File: config.mk
export PLATFORM = sky130hd
export DESIGN_NAME = hsv_to_rgb_led_color
export DESIGN_NICKNAME = d
export VERILOG_FILES = /design/src/hsvl_pkg.sv /design/src/hsvl_sector.sv /design/src/hsvl_blend.sv /design/src/hsvl_byte.sv /design/src/hsv_to_rgb_led_color.sv
export SDC_FILE = /design/constraint.sdc
export NUM_CORES = 2
export LEC_CHECK = 0
export ABC_AREA = 0
export ABC_CLOCK_PERIOD_IN_PS = 8950
export BUFFER_PORTS_ARGS = -buffer_cell sky130_fd_sc_hd__buf_4
export CAP_MARGIN = 20
export CELL_PAD_IN_SITES_DETAIL_PLACEMENT = 0
export CELL_PAD_IN_SITES_GLOBAL_PLACEMENT = 2
export CORE_AREA = 2 2 399 401
export DETAILED_ROUTE_END_ITERATION = 10
export DIE_AREA = 0 0 401 403
export GPL_ROUTABILITY_DRIVEN = 0
export PLACE_DENSITY_LB_ADDON = 0.2
export SYNTH_ARGS = -nofsm -noshare
export SYNTH_HDL_FRONTEND = slang
export SYNTH_SLANG_ARGS = --single-unit
File: constraint.sdc
create_clock -name clk -period 8.95 [get_ports clk]
set_clock_uncertainty 0.2 [all_clocks]
set_input_delay 0.895 -clock clk [delete_from_list [all_inputs] [get_ports clk]]
set_output_delay 0.895 -clock clk [all_outputs]
set_load 0.1 [all_outputs]
File: src/hsvl_pkg.sv
// shared constants, types and helpers for the hsv to rgb led color converter
`timescale 1ns / 1ps

package hsvl_pkg;

  // default hue fraction width, one turn is 2**HUE_BITS
  localparam int HUE_BITS_DEF = 16;

  // fixed port widths
  localparam int HUE_W  = 16;
  localparam int SAT_W  = 9;
  localparam int BRI_W  = 9;
  localparam int BYTE_W = 8;

  // brightness after reset, 1.0 in q8
  localparam logic [BRI_W-1:0] BRI_RESET = 9'd256;

  // q8 unity for the saturation weight
  localparam logic [SAT_W:0] SAT_ONE = 10'd256;

  // number of hue sectors
  localparam int SECTORS = 6;

  // pipeline depth from transfer to result strobe
  localparam int PIPE_LAT = 6;

  // hue sector codes after the one-sector rotation
  typedef enum logic [2:0] {
    SEC_0 = 3'd0,
    SEC_1 = 3'd1,
    SEC_2 = 3'd2,
    SEC_3 = 3'd3,
    SEC_4 = 3'd4,
    SEC_5 = 3'd5
  } sector_t;

  // advance the raw sector by one, wrapping after the last
  function automatic sector_t next_sector(logic [2:0] raw);
    sector_t s;
    case (raw)
      3'd0:    s = SEC_1;
      3'd1:    s = SEC_2;
      3'd2:    s = SEC_3;
      3'd3:    s = SEC_4;
      3'd4:    s = SEC_5;
      default: s = SEC_0;
    endcase
    return s;
  endfunction

endpackage

File: src/hsvl_sector.sv
// hue sector split and brightness-scaled channel levels (two stages)
`timescale 1ns / 1ps

module hsvl_sector
  import hsvl_pkg::*;
#(
  parameter int HUE_BITS = HUE_BITS_DEF
) (
  input  logic                       clk,
  input  logic                       rst_n,
  input  logic                       in_valid,
  input  logic [HUE_W-1:0]           in_hue,
  input  logic [SAT_W-1:0]           in_sat,
  input  logic [BRI_W-1:0]           brightness,
  output logic                       lvl_valid,
  output logic [HUE_BITS+BRI_W:0]    lvl_r,
  output logic [HUE_BITS+BRI_W:0]    lvl_g,
  output logic [HUE_BITS+BRI_W:0]    lvl_b,
  output logic [SAT_W-1:0]           lvl_sat
);

  localparam int HB = HUE_BITS;
  localparam int PW = HB + BRI_W + 1;
  localparam logic [HB+2:0] SIX = (HB+3)'(SECTORS);
  localparam logic [HB:0]   ONE = {1'b1, {HB{1'b0}}};

  // hue wrapped to one turn
  logic [HB+HUE_W-1:0] hue_ext;
  logic [HB-1:0]       hue_m;
  logic [HB+2:0]       x;

  assign hue_ext = {{HB{1'b0}}, in_hue};
  assign hue_m   = hue_ext[HB-1:0];
  assign x       = {3'b000, hue_m} * SIX;

  // stage a: sector and fraction
  logic          va_r;
  sector_t       sec_r, sec_nxt;
  logic [HB-1:0] f_r;
  logic [SAT_W-1:0] sat_a_r;

  assign sec_nxt = next_sector(x[HB+2:HB]);

  always_ff @(posedge clk) begin
    if (!rst_n) begin
      va_r <= 1'b0;
    end else begin
      va_r <= in_valid;
    end
  end

  always_ff @(posedge clk) begin
    sec_r   <= sec_nxt;
    f_r     <= x[HB-1:0];
    sat_a_r <= in_sat;
  end

  // piecewise-linear channel levels
  logic [HB:0] one_minus_f;
  logic [HB:0] f_ext;
  logic [HB:0] pr, pg, pb;

  assign f_ext       = {1'b0, f_r};
  assign one_minus_f = ONE - f_ext;

  always_comb begin
    pr = '0;
    pg = '0;
    pb = '0;
    case (sec_r)
      SEC_0: begin
        pr = ONE;
        pg = one_minus_f;
      end
      SEC_1: begin
        pr = ONE;
        pb = f_ext;
      end
      SEC_2: begin
        pr = one_minus_f;
        pb = ONE;
      end
      SEC_3: begin
        pb = ONE;
        pg = f_ext;
      end
      SEC_4: begin
        pb = one_minus_f;
        pg = ONE;
      end
      default: begin
        pg = ONE;
        pr = f_ext;
      end
    endcase
  end

  // stage b: brightness scaling
  logic          vb_r;
  logic [PW-1:0] r_r, g_r, b_r;
  logic [PW-1:0] r_nxt, g_nxt, b_nxt;
  logic [SAT_W-1:0] sat_b_r;

  assign r_nxt = PW'(pr) * PW'(brightness);
  assign g_nxt = PW'(pg) * PW'(brightness);
  assign b_nxt = PW'(pb) * PW'(brightness);

  always_ff @(posedge clk) begin
    if (!rst_n) begin
      vb_r <= 1'b0;
    end else begin
      vb_r <= va_r;
    end
  end

  always_ff @(posedge clk) begin
    r_r     <= r_nxt;
    g_r     <= g_nxt;
    b_r     <= b_nxt;
    sat_b_r <= sat_a_r;
  end

  assign lvl_valid = vb_r;
  assign lvl_r     = r_r;
  assign lvl_g     = g_r;
  assign lvl_b     = b_r;
  assign lvl_sat   = sat_b_r;

endmodule

File: src/hsvl_blend.sv
// saturation blend of each channel with the channel sum (three stages)
`timescale 1ns / 1ps

module hsvl_blend
  import hsvl_pkg::*;
#(
  parameter int HUE_BITS = HUE_BITS_DEF
) (
  input  logic                              clk,
  input  logic                              rst_n,
  input  logic                              lvl_valid,
  input  logic [HUE_BITS+BRI_W:0]           lvl_r,
  input  logic [HUE_BITS+BRI_W:0]           lvl_g,
  input  logic [HUE_BITS+BRI_W:0]           lvl_b,
  input  logic [SAT_W-1:0]                  lvl_sat,
  output logic                              bl_valid,
  output logic signed [HUE_BITS+22:0]       bl_r,
  output logic signed [HUE_BITS+22:0]       bl_g,
  output logic signed [HUE_BITS+22:0]       bl_b
);

  localparam int HB = HUE_BITS;
  localparam int PW = HB + BRI_W + 1;
  localparam int SW = PW + 1;
  localparam int WW = SW + 11;
  localparam int QW = PW + SAT_W;
  localparam int BW = HB + 23;

  // stage c: channel sum and saturation weight
  logic              vc_r;
  logic [SW-1:0]     sum_r, sum_nxt;
  logic [PW-1:0]     r_c_r, g_c_r, b_c_r;
  logic [SAT_W-1:0]  sat_c_r;
  logic signed [9:0] w_r, w_nxt;

  assign sum_nxt = SW'(lvl_r) + SW'(lvl_g) + SW'(lvl_b);
  assign w_nxt   = $signed(SAT_ONE - {1'b0, lvl_sat});

  always_ff @(posedge clk) begin
    if (!rst_n) begin
      vc_r <= 1'b0;
    end else begin
      vc_r <= lvl_valid;
    end
  end

  always_ff @(posedge clk) begin
    sum_r   <= sum_nxt;
    w_r     <= w_nxt;
    r_c_r   <= lvl_r;
    g_c_r   <= lvl_g;
    b_c_r   <= lvl_b;
    sat_c_r <= lvl_sat;
  end

  // stage d: weighted products
  logic                 vd_r;
  logic [QW-1:0]        rs_r, gs_r, bs_r;
  logic [QW-1:0]        rs_nxt, gs_nxt, bs_nxt;
  logic signed [WW-1:0] ws_r, ws_nxt;

  assign rs_nxt = QW'(r_c_r) * QW'(sat_c_r);
  assign gs_nxt = QW'(g_c_r) * QW'(sat_c_r);
  assign bs_nxt = QW'(b_c_r) * QW'(sat_c_r);
  assign ws_nxt = $signed({1'b0, sum_r}) * w_r;

  always_ff @(posedge clk) begin
    if (!rst_n) begin
      vd_r <= 1'b0;
    end else begin
      vd_r <= vc_r;
    end
  end

  always_ff @(posedge clk) begin
    rs_r <= rs_nxt;
    gs_r <= gs_nxt;
    bs_r <= bs_nxt;
    ws_r <= ws_nxt;
  end

  // stage e: blend sums
  logic                 ve_r;
  logic signed [BW-1:0] br_r, bg_r, bb_r;
  logic signed [BW-1:0] br_nxt, bg_nxt, bb_nxt;
  logic signed [BW-1:0] ws_ext;

  assign ws_ext = BW'(ws_r);
  assign br_nxt = $signed({{(BW-QW){1'b0}}, rs_r}) + ws_ext;
  assign bg_nxt = $signed({{(BW-QW){1'b0}}, gs_r}) + ws_ext;
  assign bb_nxt = $signed({{(BW-QW){1'b0}}, bs_r}) + ws_ext;

  always_ff @(posedge clk) begin
    if (!rst_n) begin
      ve_r <= 1'b0;
    end else begin
      ve_r <= vd_r;
    end
  end

  always_ff @(posedge clk) begin
    br_r <= br_nxt;
    bg_r <= bg_nxt;
    bb_r <= bb_nxt;
  end

  assign bl_valid = ve_r;
  assign bl_r     = br_r;
  assign bl_g     = bg_r;
  assign bl_b     = bb_r;

endmodule

File: src/hsvl_byte.sv
// scale by 255, floor and clamp each blend to a byte, output register
`timescale 1ns / 1ps

module hsvl_byte
  import hsvl_pkg::*;
#(
  parameter int HUE_BITS = HUE_BITS_DEF
) (
  input  logic                        clk,
  input  logic                        rst_n,
  input  logic                        bl_valid,
  input  logic signed [HUE_BITS+22:0] bl_r,
  input  logic signed [HUE_BITS+22:0] bl_g,
  input  logic signed [HUE_BITS+22:0] bl_b,
  output logic                        out_valid,
  output logic [BYTE_W-1:0]           out_red,
  output logic [BYTE_W-1:0]           out_green,
  output logic [BYTE_W-1:0]           out_blue
);

  localparam int HB = HUE_BITS;
  localparam int BW = HB + 23;
  localparam int PW = BW + 7;
  localparam int SH = HB + 16;
  localparam int TW = PW - SH;
  localparam logic [TW-1:0]     BYTE_MAX_T = TW'(255);
  localparam logic [BYTE_W-1:0] BYTE_MAX   = 8'd255;

  // floor(blend * 255 / 2**(HB+16)), zero for non-positive, clamped at 255
  function automatic logic [BYTE_W-1:0] to_byte(logic signed [BW-1:0] blend);
    logic [BW-2:0] m;
    logic [PW-1:0] p;
    logic [TW-1:0] t;
    logic [BYTE_W-1:0] res;
    m = blend[BW-2:0];
    p = {m, 8'h00} - PW'(m);
    t = p[PW-1:SH];
    if (blend[BW-1] || (m == '0)) begin
      res = '0;
    end else if (t > BYTE_MAX_T) begin
      res = BYTE_MAX;
    end else begin
      res = t[BYTE_W-1:0];
    end
    return res;
  endfunction

  // stage f: result register
  logic              vf_r;
  logic [BYTE_W-1:0] red_r, green_r, blue_r;

  always_ff @(posedge clk) begin
    if (!rst_n) begin
      vf_r <= 1'b0;
    end else begin
      vf_r <= bl_valid;
    end
  end

  always_ff @(posedge clk) begin
    red_r   <= to_byte(bl_r);
    green_r <= to_byte(bl_g);
    blue_r  <= to_byte(bl_b);
  end

  assign out_valid = vf_r;
  assign out_red   = red_r;
  assign out_green = green_r;
  assign out_blue  = blue_r;

endmodule

File: src/hsv_to_rgb_led_color.sv
// Converts a hue and saturation into three led color bytes, scaled by brightness.
//
// Input: a transfer happens on a rising edge with start high and busy low.
// busy is always low, so a new hue/saturation pair may be given every cycle.
// Output: out_valid pulses for one cycle with the three bytes of one result;
// the receiver cannot stall, results are never held or dropped.
// Each input transfer passes through a six-stage pipeline (sector split,
// brightness multiply, channel sum, saturation multiply, blend add, byte
// scaling), each stage one register deep. Throughput: one item per cycle.
// Configuration: cfg_we writes cfg_wdata into brightness (q8, 256 is 1.0).
// Write only while no item is in flight; it is used directly by the
// brightness multiply stage.
// Reset (rst_n low, synchronous): brightness returns to 256 and all pipeline
// valid bits clear, so items in flight are discarded.
// Hue uses the low HUE_BITS bits of in_hue_turns as a fraction of one turn.
`timescale 1ns / 1ps

module hsv_to_rgb_led_color
  import hsvl_pkg::*;
#(
  parameter int HUE_BITS = HUE_BITS_DEF
) (
  input  logic              clk,
  input  logic              rst_n,
  input  logic              start,
  output logic              busy,
  input  logic [HUE_W-1:0]  in_hue_turns,
  input  logic [SAT_W-1:0]  in_saturation,
  input  logic              cfg_we,
  input  logic [BRI_W-1:0]  cfg_wdata,
  output logic              out_valid,
  output logic [BYTE_W-1:0] out_red_byte,
  output logic [BYTE_W-1:0] out_blue_byte,
  output logic [BYTE_W-1:0] out_green_byte
);

  localparam int HB = HUE_BITS;
  localparam int PW = HB + BRI_W + 1;
  localparam int BW = HB + 23;

  // brightness register
  logic [BRI_W-1:0] brightness_r, brightness_nxt;

  assign brightness_nxt = cfg_we ? cfg_wdata : brightness_r;

  always_ff @(posedge clk) begin
    if (!rst_n) begin
      brightness_r <= BRI_RESET;
    end else begin
      brightness_r <= brightness_nxt;
    end
  end

  // fully pipelined, never stalls
  logic in_xfer;

  assign busy    = 1'b0;
  assign in_xfer = start && !busy;

  // sector split and channel levels
  logic             lvl_valid;
  logic [PW-1:0]    lvl_r, lvl_g, lvl_b;
  logic [SAT_W-1:0] lvl_sat;

  hsvl_sector #(
    .HUE_BITS (HB)
  ) u_sector (
    .clk        (clk),
    .rst_n      (rst_n),
    .in_valid   (in_xfer),
    .in_hue     (in_hue_turns),
    .in_sat     (in_saturation),
    .brightness (brightness_r),
    .lvl_valid  (lvl_valid),
    .lvl_r      (lvl_r),
    .lvl_g      (lvl_g),
    .lvl_b      (lvl_b),
    .lvl_sat    (lvl_sat)
  );

  // saturation blend
  logic                 bl_valid;
  logic signed [BW-1:0] bl_r, bl_g, bl_b;

  hsvl_blend #(
    .HUE_BITS (HB)
  ) u_blend (
    .clk       (clk),
    .rst_n     (rst_n),
    .lvl_valid (lvl_valid),
    .lvl_r     (lvl_r),
    .lvl_g     (lvl_g),
    .lvl_b     (lvl_b),
    .lvl_sat   (lvl_sat),
    .bl_valid  (bl_valid),
    .bl_r      (bl_r),
    .bl_g      (bl_g),
    .bl_b      (bl_b)
  );

  // byte scaling and result register
  hsvl_byte #(
    .HUE_BITS (HB)
  ) u_byte (
    .clk       (clk),
    .rst_n     (rst_n),
    .bl_valid  (bl_valid),
    .bl_r      (bl_r),
    .bl_g      (bl_g),
    .bl_b      (bl_b),
    .out_valid (out_valid),
    .out_red   (out_red_byte),
    .out_green (out_green_byte),
    .out_blue  (out_blue_byte)
  );

`ifndef NO_ASSERTIONS
  // every input transfer produces a result strobe after the pipeline latency
  a_xfer_to_result: assert property (@(posedge clk) disable iff (!rst_n)
    in_xfer |-> ##PIPE_LAT out_valid)
    else $error("input transfer without result");

  // no result strobe without a matching input transfer
  a_result_from_xfer: assert property (@(posedge clk) disable iff (!rst_n)
    out_valid |-> $past(in_xfer, PIPE_LAT))
    else $error("result without input transfer");

  // zero saturation gives equal bytes on all three channels, each taken from the channel sum
  a_gray_on_zero_sat: assert property (@(posedge clk) disable iff (!rst_n)
    (out_valid && ($past(in_saturation, PIPE_LAT) == '0))
      |-> ((out_red_byte == out_blue_byte) && (out_blue_byte == out_green_byte)))
    else $error("unequal bytes at zero saturation");

  // zero brightness gives black
  a_black_on_zero_bri: assert property (@(posedge clk) disable iff (!rst_n)
    (out_valid && (brightness_r == '0))
      |-> ((out_red_byte == '0) && (out_blue_byte == '0) && (out_green_byte == '0)))
    else $error("nonzero byte at zero brightness");
`endif

endmodule
==> summary.txt <==
Logic synthesis
  • Ranking of synthesized cells by area: fa_1 (31%), dfxtp_1 (16%), ha_1 (12%)
  • Mean Syn Cell Area: 8.90 um2
  • Top cell type's share of synthesized area: 30.6%
  • Cell taking the most area after synthesis: fa_1
  • Ys async rst share: 0%
  • Mapped Nets: 9,056
  • Number of distinct library cells after synthesis: 87
  • Commonest register cell after synthesis: dfxtp_1
  • Synthesized area: 65,700 um2
  • Mapped Cells: 7,387
  • Flops & latches, synth: 522
  • Synth cell count leaders: inv_1 (1,223), fa_1 (1,005), nand2_1 (857), and2_1 (701), ha_1 (626)
  • Synth warnings: 0
  • Sequential share of the synthesized area: 15.9%
  • Post-synth EDFFs: 0
  • Count leader, synth: inv_1

Critical path
  • Worst-path maximum fanout: 9
  • Startpoint types: flip-flop
  • CP Class: reg -> reg
  • Critical path endpoint category: flip-flop
  • Req. time, crit path: 9300 ps
  • Critical Path AT: 7950 ps
  • Worst R2R Path Depth: 27

Timing
  • Fin. Hold Viols: 0
  • Final setup fails: 0
  • Worst Tran Pin Value: 1230 ps
  • RSZ-0062 raised after global routing: no
  • Setup tns final: 0 ps
  • Setup ws final: 1350 ps
  • Highest clock rate: 131 MHz
  • Final period util: 85.0%
  • Rel. slew slack: 18.2%
  • Final Max Slew Viols: 0
  • Fin crit period: 7600 ps

Clock network
  • Post-CTS Hold Fix Bufs: 0
  • CTS clock-pin slew for the worst setup and hold paths: 60 ps
  • Clk Latency, worst-skew pair: 690 ps
  • Clock sink total: 522
  • PostCTS Resize Cnt: 0
  • TritonCTS clock tree: yes
  • Total CTS buffers: 69
  • Clock root cell: clkbuf_16
  • Clock tree buffer depth: 3
  • Post CTS Setup Buffer Count: 0
  • CTS HTree Levels: 3

Place
  • Hpwl dp: 150,000 um
  • Port bufs: 62
  • Pre-CTS WS: 1380 ps

Run status
  • Status: completed

Global routing
  • Overflow after GRT: 0
  • Pin count of the biggest net entering global routing: 51
  • Vias in the first global route: 51,300
  • Initial antenna violation count: 2
  • First-pass GRT wire length: 293,000 um
  • GRT Total Usage: 23.1%

Route
  • # DRC: 0
  • DRT Pass-1 Iters: 6
  • Routed Antenna Nets: 0
  • Routed WL per cell: 19.3 um
  • Vias/cell: 5.16
  • Routed wire length: 183,000 um
  • Via Count: 48,700
  • DRT iter0 DRCs: 2,699

Min path
  • Hold path cells: 1
  • Worst min-delay path category: in -> reg

Die
  • Ports: 64
  • # rows: 146
  • CORE AREA: 157,000 um2
  • Effective utilization at floorplan: 41.7%
  • DIE AREA: 162,000 um2
  • Die W: 401 um
  • Die Height: 403 um

Cells and area
  • Share of cells above drive strength 1: 4.19%
  • Layout Utilization: 44.9%
  • NumNets Final: 8,984
  • Area grow syn2layout: 7.65%

Flow run
  • Max-cap violations: 0
## worst paths after layout
kind                             from                   to  slack [ps]
setup / recovery      u_sector.f_r[1]   u_sector.lvl_r[25]        1350
hold / removal       in_saturation[7]  u_sector.sat_a_r[7]         110
setup reg to reg      u_sector.f_r[1]   u_sector.lvl_r[25]        1350
hold reg to reg   u_sector.sat_a_r[3]  u_sector.lvl_sat[3]         120
## layout by cell type (no fill, tap or decap), types with 73 or more instances in the layout
| master | count |
|---|---|
| inv_1 | 1223 |
| fa_1 | 1005 |
| nand2_1 | 857 |
| and2_1 | 701 |
| ha_1 | 626 |
| dfxtp_1 | 510 |
| a21oi_1 | 323 |
| xnor2_1 | 249 |
| nor2_1 | 238 |
| o21ai_0 | 209 |
| a21o_1 | 151 |
| buf_4 | 124 |
| nor2b_1 | 87 |
| nand3_1 | 81 |
| nor3_1 | 78 |
| nand2b_1 | 75 |
| xor2_1 | 74 |
| o21a_1 | 73 |
## flip-flops by register name, indices dropped and copies added, names as in the netlist, 3 cells and up
signal,cells
u_sector.sat_a_r,9
u_blend.ws_r,37
u_blend.bl_b,38
u_blend.bs_r,34
u_blend.bl_g,38
u_blend.sat_c_r,9
u_sector.lvl_g,25
u_blend.rs_r,34
u_byte.out_blue,8
u_sector.lvl_b,25
u_blend.gs_r,34
u_sector.sec_r,3
u_blend.sum_r,26
u_sector.f_r,15
u_sector.lvl_r,25
brightness_r,9
u_blend.g_c_r,25
u_blend.b_c_r,25
u_sector.lvl_sat,9
u_byte.out_red,8
u_blend.bl_r,38
u_blend.r_c_r,25
u_byte.out_green,8
u_blend.w_r,9
## worst max-delay path, stage by stage, from the launching register on
cell and delay (ps):
dfxtp_1 310, inv_1 230, ha_1 320, nand3_1 200, or3_1 420, or3_4 380, or3_4 370, or3_1 330
o21ai_0 170, nand2_1 100, o31ai_2 250, and2_1 260, fa_1 420, fa_1 510, fa_1 500, inv_1 50
fa_1 470, inv_1 40, ha_1 320, a21o_1 190, a21o_1 210, nor3_1 140, o211ai_1 120, a31oi_1 270
nor2b_1 80, o21a_1 190, o41ai_1 300, xnor2_1 120
## cell type report
class | instances | area, um2
multi-input cells | 5373 | 49700
inverters | 1223 | 4590
repair buffers | 126 | 966
flip-flops and latches | 522 | 10500
diodes | 2 | 5.00
clock buffers | 83 | 1860
well taps | 2072 | 2590
fillers | 15600 | 86700
clock inverters | 42 | 607
## layer usage
metal / up-vias / part of all wire, % / wire (um) / GRT usage (%)
met5: - / 0 / 0 / 0
met1: 24300 / 46 / 84100 / 30.8
li1: 23300 / - / - / -
met2: 879 / 47 / 85600 / 39.1
met3: 230 / 3.4 / 6270 / 2.41
met4: 0 / 3.6 / 6560 / 7.77
## stage by stage
stage                     instances  hold WS [ps]  area [um2]
after floorplan                7387           110       65700
after global placement         9312           112       68200
after detailed placement       9313           112       68300
after CTS                      9438          61.4       70700
after global routing           9441          71.0       70800
final                          9443           111       70800
## cells by family (layout without fill, tap and decap cells)
kind of cell,Yosys count,after routing,synth area share (%)
fa+ha+maj,1631,1631,42.5
flops,522,522,15.9
simple gates,2315,2315,17.8
buf+inv,1492,1474,8.54
xor+xnor,323,323,4.30
mux,19,19,0.310
other cells,1,3,0.00570
compound gates,1084,1084,10.7
Power is left out: the tool's default activity adds up to more than one toggle a clock period on the data nets, which glitch-free logic cannot reach.
